--- src/mcd_pkg.sv ---
`default_nettype none
package mcd_pkg;

  localparam int MCD_LENGTH_BITS = 24;

  // parser phases
  localparam logic [2:0] PH_IDLE    = 3'd0;
  localparam logic [2:0] PH_COUNT   = 3'd1;
  localparam logic [2:0] PH_NAMELEN = 3'd2;
  localparam logic [2:0] PH_NAME    = 3'd3;
  localparam logic [2:0] PH_FLAG    = 3'd4;
  localparam logic [2:0] PH_CODELEN = 3'd5;
  localparam logic [2:0] PH_CODE    = 3'd6;
  localparam logic [2:0] PH_STOP    = 3'd7;

  // result kinds
  localparam logic [1:0] KIND_NAME  = 2'd0;
  localparam logic [1:0] KIND_CODE  = 2'd1;
  localparam logic [1:0] KIND_EMPTY = 2'd2;
  localparam logic [1:0] KIND_TRUNC = 2'd3;

  typedef struct packed {
    logic        valid;
    logic [1:0]  kind;
    logic [7:0]  data;
    logic [23:0] index;
    logic        flag;
    logic        last;
    logic        done;
  } res_t;

endpackage
`default_nettype wire

--- src/mcd_step.sv ---
`default_nettype none
module mcd_step
  import mcd_pkg::*;
#(
  parameter int LENGTH_BITS = MCD_LENGTH_BITS
) (
  input  wire logic [7:0]             data_byte,
  input  wire logic                   first_byte,
  input  wire logic [23:0]            buffer_length,
  input  wire logic [2:0]             phase,
  input  wire logic [1:0]             word_byte_count,
  input  wire logic [31:0]            word_accumulator,
  input  wire logic [LENGTH_BITS-1:0] bytes_remaining,
  input  wire logic [31:0]            records_left,
  input  wire logic [23:0]            current_record,
  input  wire logic [31:0]            field_bytes_left,
  input  wire logic                   entry_mark,
  output logic [2:0]                  phase_next,
  output logic [1:0]                  word_byte_count_next,
  output logic [31:0]                 word_accumulator_next,
  output logic [LENGTH_BITS-1:0]      bytes_remaining_next,
  output logic [31:0]                 records_left_next,
  output logic [23:0]                 current_record_next,
  output logic [31:0]                 field_bytes_left_next,
  output logic                        entry_mark_next,
  output res_t                        res
);

  localparam logic [LENGTH_BITS-1:0] LenFour = LENGTH_BITS'(4);
  localparam logic [LENGTH_BITS-1:0] LenOne  = LENGTH_BITS'(1);

  logic [31:0]            len_wide;
  logic [LENGTH_BITS-1:0] len_init;

  assign len_wide = {8'd0, buffer_length};
  assign len_init = len_wide[LENGTH_BITS-1:0];

  always_comb begin
    logic                   go;
    logic                   settle;
    logic [31:0]            value;
    logic [LENGTH_BITS-1:0] br;
    logic [2:0]             ph;
    ph     = phase;
    br     = bytes_remaining;
    go     = 1'b1;
    settle = 1'b0;
    value  = word_accumulator;
    word_byte_count_next  = word_byte_count;
    word_accumulator_next = word_accumulator;
    records_left_next     = records_left;
    current_record_next   = current_record;
    field_bytes_left_next = field_bytes_left;
    entry_mark_next       = entry_mark;
    res = '0;

    // restart on the first byte of a container
    if (first_byte) begin
      word_byte_count_next  = 2'd0;
      word_accumulator_next = 32'd0;
      records_left_next     = 32'd0;
      current_record_next   = 24'd0;
      field_bytes_left_next = 32'd0;
      entry_mark_next       = 1'b0;
      br = len_init;
      if (br < LenFour) begin
        ph = PH_STOP;
        go = 1'b0;
      end else begin
        ph = PH_COUNT;
      end
    end

    if (ph == PH_IDLE || ph == PH_STOP || br == '0) go = 1'b0;

    if (go) begin
      br = br - LenOne;
      unique case (ph)
        PH_COUNT, PH_NAMELEN, PH_CODELEN: begin
          value = word_accumulator_next
                  | (32'(data_byte) << {word_byte_count_next, 3'b000});
          if (word_byte_count_next != 2'd3) begin
            word_accumulator_next = value;
            word_byte_count_next  = word_byte_count_next + 2'd1;
          end else begin
            word_accumulator_next = 32'd0;
            word_byte_count_next  = 2'd0;
            if (ph == PH_COUNT) begin
              records_left_next = value;
              if (value == 32'd0) begin
                ph = PH_STOP;
              end else begin
                ph = PH_NAMELEN;
                settle = 1'b1;
              end
            end else if (value > 32'(br)) begin
              // length runs past the container
              res.valid = 1'b1;
              res.kind  = KIND_TRUNC;
              res.index = current_record_next;
              res.done  = 1'b1;
              ph = PH_STOP;
            end else begin
              field_bytes_left_next = value;
              ph = (ph == PH_NAMELEN) ? PH_NAME : PH_CODE;
              settle = 1'b1;
            end
          end
        end
        PH_NAME, PH_CODE: begin
          res.valid = 1'b1;
          res.kind  = (ph == PH_NAME) ? KIND_NAME : KIND_CODE;
          res.data  = data_byte;
          res.index = current_record_next;
          res.flag  = (ph == PH_NAME) ? 1'b0 : entry_mark_next;
          if (field_bytes_left_next != 32'd0)
            field_bytes_left_next = field_bytes_left_next - 32'd1;
          settle = 1'b1;
        end
        PH_FLAG: begin
          entry_mark_next = (data_byte != 8'd0);
          ph = PH_CODELEN;
          settle = 1'b1;
        end
        default: begin
        end
      endcase
    end

    // transitions that take no byte; two passes cover the longest chain
    if (settle) begin
      for (int p = 0; p < 2; p++) begin
        if (ph == PH_NAMELEN && br < LenFour) begin
          field_bytes_left_next = 32'd0;
          ph = PH_NAME;
        end
        if (ph == PH_NAME && field_bytes_left_next == 32'd0) ph = PH_FLAG;
        if (ph == PH_FLAG && br == '0) begin
          ph = PH_STOP;
          res.done = 1'b1;
        end
        if (ph == PH_CODELEN && br < LenFour) begin
          field_bytes_left_next = 32'd0;
          ph = PH_CODE;
        end
        if (ph == PH_CODE && field_bytes_left_next == 32'd0) begin
          if (!res.valid) begin
            res.valid = 1'b1;
            res.kind  = KIND_EMPTY;
            res.data  = 8'd0;
            res.index = current_record_next;
            res.flag  = entry_mark_next;
          end
          res.last = 1'b1;
          current_record_next = current_record_next + 24'd1;
          records_left_next   = records_left_next - 32'd1;
          if (records_left_next == 32'd0) begin
            ph = PH_STOP;
            res.done = 1'b1;
          end else begin
            ph = PH_NAMELEN;
          end
        end
      end
    end

    phase_next           = ph;
    bytes_remaining_next = br;
  end

endmodule
`default_nettype wire

--- src/module_container_deframer.sv ---
// a taken byte is held in the input register; any result it gives goes to the result register
// throughput: one byte per cycle while results drain; bytes with no result still pass through
// the per-byte counter update in the step logic is the only loop, closed through the state registers
// reset: synchronous, active high; parser returns to idle, all counters cleared, both stages empty
`default_nettype none
module module_container_deframer
  import mcd_pkg::*;
#(
  parameter int LENGTH_BITS = MCD_LENGTH_BITS
) (
  input  wire logic        clk,
  input  wire logic        rst,
  input  wire logic        s_tvalid,
  output logic             s_tready,
  input  wire logic [31:0] s_tdata,   // data_byte [7:0], buffer_length [31:8]
  input  wire logic        s_tuser,   // first_byte
  output logic             m_tvalid,
  input  wire logic        m_tready,
  output logic [39:0]      m_tdata,   // out_byte [7:0], record_index [31:8], entry_flag [32],
                                      // parse_done [33], zero [39:34]
  output logic [1:0]       m_tuser,   // kind
  output logic             m_tlast    // record_end
);

  // input register stage
  logic        in_valid;
  logic [7:0]  in_byte;
  logic        in_first;
  logic [23:0] in_len;

  // parser state
  logic [2:0]             phase;
  logic [1:0]             word_byte_count;
  logic [31:0]            word_accumulator;
  logic [LENGTH_BITS-1:0] bytes_remaining;
  logic [31:0]            records_left;
  logic [23:0]            current_record;
  logic [31:0]            field_bytes_left;
  logic                   entry_mark;

  logic [2:0]             phase_next;
  logic [1:0]             word_byte_count_next;
  logic [31:0]            word_accumulator_next;
  logic [LENGTH_BITS-1:0] bytes_remaining_next;
  logic [31:0]            records_left_next;
  logic [23:0]            current_record_next;
  logic [31:0]            field_bytes_left_next;
  logic                   entry_mark_next;
  res_t                   res;

  logic advance;

  // the held byte moves on whenever the result register is free or being drained
  assign advance  = in_valid && (!m_tvalid || m_tready);
  assign s_tready = !in_valid || advance;

  always_ff @(posedge clk) begin
    if (rst) begin
      in_valid <= 1'b0;
    end else if (s_tready) begin
      in_valid <= s_tvalid;
    end
  end

  always_ff @(posedge clk) begin
    if (s_tvalid && s_tready) begin
      in_byte  <= s_tdata[7:0];
      in_len   <= s_tdata[31:8];
      in_first <= s_tuser;
    end
  end

  mcd_step #(
    .LENGTH_BITS (LENGTH_BITS)
  ) u_step (
    .data_byte             (in_byte),
    .first_byte            (in_first),
    .buffer_length         (in_len),
    .phase                 (phase),
    .word_byte_count       (word_byte_count),
    .word_accumulator      (word_accumulator),
    .bytes_remaining       (bytes_remaining),
    .records_left          (records_left),
    .current_record        (current_record),
    .field_bytes_left      (field_bytes_left),
    .entry_mark            (entry_mark),
    .phase_next            (phase_next),
    .word_byte_count_next  (word_byte_count_next),
    .word_accumulator_next (word_accumulator_next),
    .bytes_remaining_next  (bytes_remaining_next),
    .records_left_next     (records_left_next),
    .current_record_next   (current_record_next),
    .field_bytes_left_next (field_bytes_left_next),
    .entry_mark_next       (entry_mark_next),
    .res                   (res)
  );

  // state only changes when a byte leaves the input stage
  always_ff @(posedge clk) begin
    if (rst) begin
      phase            <= PH_IDLE;
      word_byte_count  <= 2'd0;
      word_accumulator <= 32'd0;
      bytes_remaining  <= '0;
      records_left     <= 32'd0;
      current_record   <= 24'd0;
      field_bytes_left <= 32'd0;
      entry_mark       <= 1'b0;
    end else if (advance) begin
      phase            <= phase_next;
      word_byte_count  <= word_byte_count_next;
      word_accumulator <= word_accumulator_next;
      bytes_remaining  <= bytes_remaining_next;
      records_left     <= records_left_next;
      current_record   <= current_record_next;
      field_bytes_left <= field_bytes_left_next;
      entry_mark       <= entry_mark_next;
    end
  end

  // result register: drained by the downstream side, loaded only by bytes with a result
  always_ff @(posedge clk) begin
    if (rst) begin
      m_tvalid <= 1'b0;
    end else if (advance && res.valid) begin
      m_tvalid <= 1'b1;
    end else if (m_tready) begin
      m_tvalid <= 1'b0;
    end
  end

  always_ff @(posedge clk) begin
    if (advance && res.valid) begin
      m_tdata <= {6'd0, res.done, res.flag, res.index, res.data};
      m_tuser <= res.kind;
      m_tlast <= res.last;
    end
  end

endmodule
`default_nettype wire

--- config.mk ---
export PLATFORM = sky130hd
export DESIGN_NAME = module_container_deframer
export DESIGN_NICKNAME = d
export VERILOG_FILES = /design/src/mcd_pkg.sv /design/src/mcd_step.sv /design/src/module_container_deframer.sv
export SDC_FILE = /design/constraint.sdc
export NUM_CORES = 1
export LEC_CHECK = 0
export BUFFER_PORTS_ARGS = -buffer_cell sky130_fd_sc_hd__buf_2
export CAP_MARGIN = 20
export CORE_MARGIN = 5
export CORE_UTILIZATION = 56
export CTS_CLUSTER_DIAMETER = 150
export DETAILED_ROUTE_END_ITERATION = 7
export HOLD_SLACK_MARGIN = 0.05
export PLACE_DENSITY = 0.83
export SLEW_MARGIN = 20
export SYNTH_ARGS = -nofsm -noshare
export SYNTH_HDL_FRONTEND = slang
export SYNTH_SLANG_ARGS = --single-unit
--- constraint.sdc ---
create_clock -name clk -period 19.6 [get_ports clk]
set_input_delay 3.92 -clock clk [delete_from_list [all_inputs] [get_ports clk]]
set_output_delay 3.92 -clock clk [all_outputs]
set_load 0.05 [all_outputs]
-- Word level (Yosys, flattened, before mapping)
Index checks and enable logic that the tools add are counted.
- bits in registers: 222
- bits of input ports: 37
- output and inout bits: 45
- logic and storage cells: 194
- add/sub/neg operators: 7
- $lt $le $gt $ge: 3
- eq/ne operators: 18
- shift operators: 1
- mux-type cells: 113
- bitwise logic cells: 1
- reductions and logical operators: 35
- operator list (cell ; count):
    $mux 32 ; 28
    $mux 24 ; 10
    $logic_not 32->1 ; 7
    $mux 38 ; 4
    $mux 3 ; 33
    $sub 32x1->32 const B ; 3
    $mux 35 ; 2
    $pmux 32 s2 ; 1
    $add 24x1->24 const B ; 2
    $logic_not 24->1 ; 2
    $lt 24x3->1 const B ; 2
    $pmux 24 s2 ; 1
    $mux 36 ; 1
    $gt 32x24->1 ; 1
    $or 32x32->32 ; 1
    $reduce_bool 32->1 ; 1
    $shl 8x5->32 ; 1
    $eq 3x3->1 const B ; 10
    $mux 1 ; 25
    $sub 24x1->24 const B ; 1
    $eq 3x2->1 const B ; 6
    $logic_and 1x1->1 ; 13
    $pmux 3 s2 ; 2
    $mux 2 ; 4
    other kinds (12) ; 17

-- Logic depth before layout (Yosys ltp)
Gate-level depths: netlist of run 1.
- depth in word-level cells: 52
- gate-level depth with buffers: 36
- gate-level depth less buffers: 23

-- Hierarchy
From an unflattened synthesis of run 1, not the netlist that was laid out.
- cell total of the unflattened synthesis: 2230
- area, all modules: 18002.3 um^2
- by module, submodules not included (module ; instances ; cells an instance ; area each (um^2) ; seq. area each (um^2)):
    mcd_step ; 1 ; 1491 ; 9049.9 ; 0.0
    module_container_deframer ; 1 ; 739 ; 8952.3 ; 5144.9

-- Least setup slack after synthesis of run 1
OpenSTA, ideal clock, no wires.
- path kind: register -> register
- start point: register in_first
- end point: register m_tdata[0], enable pin
- library setup time: 0.391 ns
- arrival: 8.276 ns
- required time: 19.209 ns
- path slack: 10.932 ns
- cell stages (with the launch flop): 35
- buffers on the path: 13
- period minus slack after synthesis: 8.668 ns
- cell sequence: edfxtp_1 -> buf_6 -> buf_6 -> buf_2 -> buf_2 -> buf_2 -> buf_2 -> buf_4 -> buf_2 -> buf_2 -> buf_2 -> buf_2 -> mux2i_1 -> ha_1 -> nand2_1 -> nor4_1 -> o21ai_0 -> xor2_1 -> inv_1 -> ha_1 -> nand4_1 -> nor4_1 -> nand2_1 -> a21boi_2 -> a31oi_2 -> o21ai_0 -> nand3_1 -> a21oi_2 -> inv_1 -> or4_1 -> o31ai_4 -> clkbuf_1 -> buf_1 -> o21ai_0 -> inv_1
- word-level cells in the longest chain between the ends: 50
- elaborated cells on any way between the ends: 119
- those cells by class: add/sub (3); order compare (2); eq/ne (18); shift (1); mux (68); bitwise (1); reduce/logical (26)
- RTL lines (item ; RTL line ; RTL):
    start: declaration ; module_container_deframer.sv:28 ; logic in_first;
    start signal: assignment ; module_container_deframer.sv:69 ; in_first <= s_tuser;
    parallel branches: the longest is 48 deep, another holds $gt 32x24->1 ; -- ;
    $mux 38 (*) ; mcd_step.sv:131 ; if (settle) begin
    $logic_and 1x1->1 (*) ; module_container_deframer.sv:133 ; if (advance && res.valid) begin
    end signal: assignment ; module_container_deframer.sv:134 ; m_tdata <= {6'd0, res.done, res.flag, res.index, res.data};
    end: declaration ; module_container_deframer.sv:19 ; output logic [39:0] m_tdata,
Mark *: on every way between the ends. The select of a mux whose other input is x is not followed.
A chain may end at the register's enable or synchronous reset.

-- Worst setup path in the final report of run 1
- start point: register in_first
- end point: register m_tuser[1], enable pin
- word-level cells in the longest chain between the ends: 50
- elaborated cells on any way between the ends: 119
- those cells by class: add/sub (3); order compare (2); eq/ne (18); shift (1); mux (68); bitwise (1); reduce/logical (26)
- RTL lines (item ; RTL line ; RTL):
    parallel branches: the longest is 48 deep, another holds $gt 32x24->1 ; -- ;
    $mux 38 (*) ; mcd_step.sv:131 ;
    $logic_and 1x1->1 (*) ; module_container_deframer.sv:133 ;
    end signal: assignment ; module_container_deframer.sv:135 ; m_tuser <= res.kind;
    end: declaration ; module_container_deframer.sv:21 ; output logic [1:0] m_tuser,
Marked as above.

==> impl_metrics.toml, run 1 <==
[synthesis]
seq_area_frac_synth = 0.327
netlist_area_um2 = 15700
avgSynthCellArea_um2 = 7.79
yosys_warnings = 0
synth_cells = 2020
synth_ff_type = "dfxtp_1"
synthTopCellsByArea = "dfxtp_1, edfxtp_1, nand2_1"
synth_top_area_cell = "dfxtp_1"
synth-edff-count = 70
synthDistinctLibCells = 101
yosys.area.top_type_share = 0.193
yosysMostFrequentCell = "nand2_1"
synth-seq-cells = 222
synthArstFlopShare = 0
synth_commonest_cells = "nand2_1, nor2_1, dfxtp_1"

[sta]
slew_headroom = 0.229
max_slew.worst_pin.slew_ns = 1.15
fin_skew_ns = 0.0158
clock.fmax_mhz = 116
finalHoldViolCount = 0
finalCritPeriodShare = 0.441
maxSlewViolCount = 0
rsz0062_at_grt = "false"
fin_crit_ns = 8.65
tns_ns = 0
finalSetupViolCount = 0

[run]
drv_cap = 0

[critical_path]
worstPathArrival_ns = 8.87
crit_chain = "buf_4, buf_4, mux2i_1, o21ai_2, nor4_1, o21ai_0, xor2_1, inv_1, ha_1, nand4_1, nor4_1, nand2_1, a21boi_2, a31o_2, nand2_1, a31oi_1, nand4_1, nor4_1, nand4_1, o31ai_4, buf_4, o21ai_0, inv_1, buf_4"
critPathBufInv = 6
critPathMaxStageDelay_ns = 0.78
cp_data_required_time_ns = 19.82
critPathMaxFanout = 82
worstSetupPathType = "reg -> reg"
slowest_stage = "buf_4"
crit_path_frequent_cell = "buf_4"
crit_start = "in_first$_DFFE_PP_"
start_kind = "flop"
r2r_start = "in_first$_DFFE_PP_"
endpoint_kind = "flop"
crit_family = "buffers and inverters"

[final_layout]
nFillCells = 2516
drive_above_1_share = 0.108
area_delta_synth_final_pct = 7.83
utilization = 0.611
final_nets = 2071
antennaDiodeCount = 0
fin_area_um2 = 17000

[route]
dr.pass1.iters = 7
num_vias = 16600
via_per_inst = 6.91
drt-initial-drc-count = 2599
drc = 0
wl_um = 53500
wire_per_inst_um = 22.3
ant_nets = 0

[floorplanning]
die_y_um = 178
start_util = 0.567
die_area_um2 = 31600
io-pin-count = 82
coreArea_um2 = 27800
fp.dieW_um = 178
fp-row-count = 61

[power_and_ir_drop]
p_clk_frac = 0.416
comb_power_share = 0.146
switching_share = 0.301
p_sw_mw = 0.341
p_seq_frac = 0.438
internal-power_mw = 0.792
pwr_density_cell_nw_per_um2 = 66.7
vdd_drop_max_uv = 78.7
cellLeakagePower_nw = 6.05

[clock_network]
path_clk_slew_ns = 0.06
post_cts_resized = 0
clock_sinks = 222
cts_buffers = 25
cts_setup_buffers = 0
postCtsHoldBufs = 0
cts_root_buf = "clkbuf_16"
cts.path.max_buffers = 3
htree_levels = 1
clock_latency_ns = 0.56
cts_tree = "yes"

[global_route]
grt_overflow = 0
grt_pass1_vias = 15100
grt_pass1_wl_um = 84000
antenna_found_initial = 1
gr-usage-all-layers = 0.329
grt_start_max_net_pins = 83

[run_status]
status = "finished clean"

[worst_hold_path]
hold_start = "bytes_remaining[12]$_SDFFE_PP0P_"
hold_class = "reg -> reg"

[place]
dp_hpwl_um = 37100
port_buffers = 75
placed_area_um2 = 16200
gp_congestion = 1.05
==> sequential cells by signal, summed over array words and instances (netlist names), 2 cells and up <==
name / count
m_tdata: 34
word_accumulator: 32
in_len: 24
in_byte: 8
bytes_remaining: 24
m_tuser: 2
records_left: 32
phase: 3
current_record: 24
field_bytes_left: 32
word_byte_count: 2
==> worst register-to-register path, delay by kind of cell (launching register included) <==
family	cells	cell delay, ns
buffers and inverters	6	2.58
multiplexers	1	0.62
AND/OR/NAND/NOR	8	2.40
flip-flops	1	0.32
AO/OA/AOI/OAI	7	1.84
adder cells (fa/ha/maj)	1	0.30
XOR/XNOR	1	0.27
==> cell usage in the layout, fill, tap and decap left out, drive strengths merged, types with 32 or more instances in the layout <==
master  count
ha         32
buf       105
nor3       93
a21oi     145
edfxtp     70
and3       39
dfxtp     152
a22oi      49
nor2b      45
inv        48
nor2      180
nand2     203
xnor2      41
o21ai     138
nor4       46
a31oi      70
nand3      96
==> per-layer routing <==
metal  global-route usage  wire [um]  vias to the layer above
met5                    0          8                        -
met4                0.122       2180                        2
met3               0.0458       5530                      179
met2                0.527      24100                     1071
met1                0.454      21700                     7795
li1                     -          -                     7524
==> worst paths after layout <==
kind / cells past startpoint / slack, ns / to
max reg2reg: 24 / 10.95 / m_tuser[1]$_DFFE_PP_
min reg2reg: 2 / 0.46 / bytes_remaining[12]$_SDFFE_PP0P_
min: 2 / 0.46 / bytes_remaining[12]$_SDFFE_PP0P_
max: 24 / 10.95 / m_tuser[1]$_DFFE_PP_
==> cell type report <==
cell class | instances | area (um^2) | area share
Multi-Input combinational cell | 1602 | 9770 | 0.575
Sequential cell | 222 | 5140 | 0.303
Tap cell | 378 | 473 | 0.0279
Clock buffer | 31 | 678 | 0.0399
Inverter | 46 | 173 | 0.0102
Clock inverter | 15 | 135 | 0.00796
Timing Repair Buffer | 105 | 603 | 0.0355
==> through the flow <==
step | std cells | hold slack, ns | setup slack (ns) | power [mW]
detailed placement | 2353 | 0.454 | 11.19 | 0.665
CTS | 2399 | 0.461 | 11.13 | 1.13
global placement | 2353 | 0.441 | 11.27 | 0.661
global route | 2399 | 0.472 | 10.41 | 1.17
floorplan | 2025 | 0.431 | 10.93 | 0.619
finish | 2399 | 0.457 | 10.95 | 1.13
==> power groups by stage <==
| stage | sequential, mW | combinational, mW | clock [mW] |
|---|---|---|---|
| 2_1_floorplan | 0.506 | 0.112 | 0 |
| 3_3_place_gp | 0.505 | 0.156 | 0 |
| 3_5_place_dp | 0.506 | 0.160 | 0 |
| 4_1_cts | 0.496 | 0.160 | 0.475 |
| 5_1_grt | 0.497 | 0.176 | 0.496 |
| 6_report | 0.497 | 0.165 | 0.471 |
==> cell families after synthesis <==
kind of cell / synth area share
buf+inv: 0.0556
mux: 0.0225
simple gates: 0.286
xor+xnor: 0.0362
compound gates: 0.247
fa+ha+maj: 0.0254
other cells: 0.000238
flops: 0.327
Note: power is estimated with default switching activity, not from simulation.
==> run 2, diff against run 1 <==
- ABC_AREA: not set -> 1
- clock period: 19.6 -> 8.24 ns (I/O delays scaled with it)
==> run 2 against run 1 <==
Power increased to 2.8 times the previous value. First-iteration DRC count rose by 7.6%. Register-to-register slack got worse by 10 ns. Global-route usage rose by 2.9 points. Hold slack gained 0.0061 ns. Sequential share of layout area shrank 3.8 points. Synthesized cell count rose by 51%. Worst setup slack lost 10 ns. Sequential power up 140%. Clock skew grew 0.013 ns. Final cell count rose by 46%. Wire length up 24%. Critical endpoint is now m_tdata[21]$_DFFE_PP_. Highest routed layer is now met4.
==> impl_metrics.toml, run 2 <==
[run_status]
status = "finished clean"

[route]
wl_um = 66300
ant_nets = 0
drt-initial-drc-count = 2797
via_per_inst = 5.93
dr.pass1.iters = 6
wire_per_inst_um = 19.0
drc = 0
num_vias = 20700

[synthesis]
synthDistinctLibCells = 55
yosys.area.top_type_share = 0.191
synth_commonest_cells = "nand2_1, nor2_1, inv_1"
synth_cells = 3047
seq_area_frac_synth = 0.284
synth-seq-cells = 222
synthTopCellsByArea = "nand2_1, dfxtp_1, edfxtp_1"
netlist_area_um2 = 18100
synth-edff-count = 70
avgSynthCellArea_um2 = 5.95
yosysMostFrequentCell = "nand2_1"
synthArstFlopShare = 0
synth_top_area_cell = "nand2_1"
yosys_warnings = 0
synth_ff_type = "dfxtp_1"

[sta]
finalHoldViolCount = 0
tns_ns = 0
maxSlewViolCount = 0
clock.fmax_mhz = 135
rsz0062_at_grt = "false"
setup_ws_ns = 0.832
finalSetupViolCount = 0
fin_crit_ns = 7.41
max_slew.worst_pin.slew_ns = 1.10
slew_headroom = 0.267
fin_skew_ns = 0.0285
finalCritPeriodShare = 0.899

[power_and_ir_drop]
pwr_density_cell_nw_per_um2 = 163
total_power_mw = 3.17
cellLeakagePower_nw = 8.84
vdd_drop_max_uv = 202

[global_route]
grt_pass1_wl_um = 104000
grt_overflow = 0
met2_usage = 0.574
grt_pass1_vias = 19200
gr-max-usage-layer = "met2"
met3_usage = 0.0598
gr-usage-all-layers = 0.357
antenna_found_initial = 0
grt_use_met1 = 0.480
grt_start_max_net_pins = 225

[critical_path]
cp_data_required_time_ns = 8.52
slowest_stage = "nor2_4"
endpoint_kind = "flop"
critPathMaxStageDelay_ns = 0.47
worstSetupPathType = "reg -> reg"
critPathMaxFanout = 95
crit_path_frequent_cell = "nand2_1"
worstPathArrival_ns = 7.68
start_kind = "flop"
r2r_cells = 39

[floorplanning]
fp.dieW_um = 190
coreArea_um2 = 32300
start_util = 0.562
die_y_um = 190
io-pin-count = 82
fp-row-count = 66
die_area_um2 = 36100

[final_layout]
top_register = "m_tdata"
drive_above_1_share = 0.0715
final_nets = 3100
largest_reg_flops = 34
layout_common_cells = "nand2_1, nor2_1, inv_1"
nFillCells = 3251
final_common_cell = "nand2_1"
area_delta_synth_final_pct = 7.15

[clock_network]
cts_tree = "yes"
path_clk_slew_ns = 0.06
cts.path.max_buffers = 3
cts_setup_buffers = 0
cts_root_buf = "clkbuf_16"
htree_levels = 1
clock_sinks = 222
clock_latency_ns = 0.58
cts_buffers = 26
postCtsHoldBufs = 0
post_cts_resized = 0

[place]
port_buffers = 75
gp_congestion = 1.05
dpl_worst_slack_ns = 1.03
dp_hpwl_um = 48300

[worst_hold_path]
hold_class = "reg -> reg"
min_path_cells = 2

[run]
drv_cap = 0
==> run 2: changes by cell type in the layout (fill, tap and decap cells not counted), sizes merged, moves of 34 or more <==
cell	before	now
xnor2	41	7
inv	48	323
and3	39	2
a22oi	49	2
nor2	180	384
nand2	203	931
nand3	96	237
nor4	46	10
nor2b	45	0
o21ai	138	257
a21oi	145	278
nor3	93	32
a31oi	70	2
==> run 2: area by class of cell <==
type	count	area, um^2	area share
Sequential cell	222	5140	0.265
Clock inverter	16	101	0.00522
Multi-Input combinational cell	2347	11000	0.568
Clock buffer	32	683	0.0352
Tap cell	442	553	0.0285
Timing Repair Buffer	110	691	0.0355
Inverter	324	1220	0.0628
Antenna cell	1	2.50	0.000129
==> run 2: path summary, 6_finish.rpt <==
check / from / to / slack, ns
max: in_first$_DFFE_PP_ / m_tdata[21]$_DFFE_PP_ / 0.83
min: current_record[14]$_SDFFE_PP0P_ / current_record[14]$_SDFFE_PP0P_ / 0.46
max reg2reg: in_first$_DFFE_PP_ / m_tdata[21]$_DFFE_PP_ / 0.83
min reg2reg: current_record[14]$_SDFFE_PP0P_ / current_record[14]$_SDFFE_PP0P_ / 0.46
==> run 2: layer usage <==
| layer | vias to the layer above | share of wire |
|---|---|---|
| li1 | 9914 | - |
| met1 | 9433 | 0.41 |
| met2 | 1169 | 0.44 |
| met3 | 220 | 0.10 |
| met4 | 0 | 0.049 |
| met5 | - | 0 |
==> run 2: critical path: cells and delay by family (launching register included) <==
| kind | cells | cell delay [ns] |
|---|---|---|
| AOI/OAI and AO/OA | 2 | 0.43 |
| buffers and inverters | 7 | 1.02 |
| DFF | 1 | 0.41 |
| and+or+nand+nor | 28 | 4.60 |
| adders and majority gates | 2 | 0.54 |
==> run 2: through the flow <==
stage / utilization / cell area (um^2) / std cells / hold slack [ns]
2_1_floorplan: - / 18200 / 3052 / 0.440
3_5_place_dp: 0.577 / 18600 / 3445 / 0.455
4_1_cts: 0.602 / 19400 / 3493 / 0.465
6_report: 0.602 / 19400 / 3494 / 0.463
3_3_place_gp: 0.577 / 18600 / 3445 / 0.451
5_1_grt: 0.602 / 19400 / 3493 / 0.479
==> run 2: where the power goes <==
group / total (mW) / leakage, nW / internal [mW] / switching (mW)
Sequential: 1.19 / 1.88 / 1.17 / 0.0275
Clock: 1.09 / 0.381 / 0.591 / 0.500
Combinational: 0.888 / 6.59 / 0.241 / 0.647
Total: 3.17 / 8.84 / 2.00 / 1.17
==> run 2: logic make-up after synthesis <==
logic type / count (synthesis) / synth area share
compound gates: 593 / 0.176
fa+ha+maj: 32 / 0.0221
simple gates: 1663 / 0.383
buf+inv: 483 / 0.110
xor+xnor: 53 / 0.0256
other cells: 1 / 0.000207
flops: 222 / 0.284
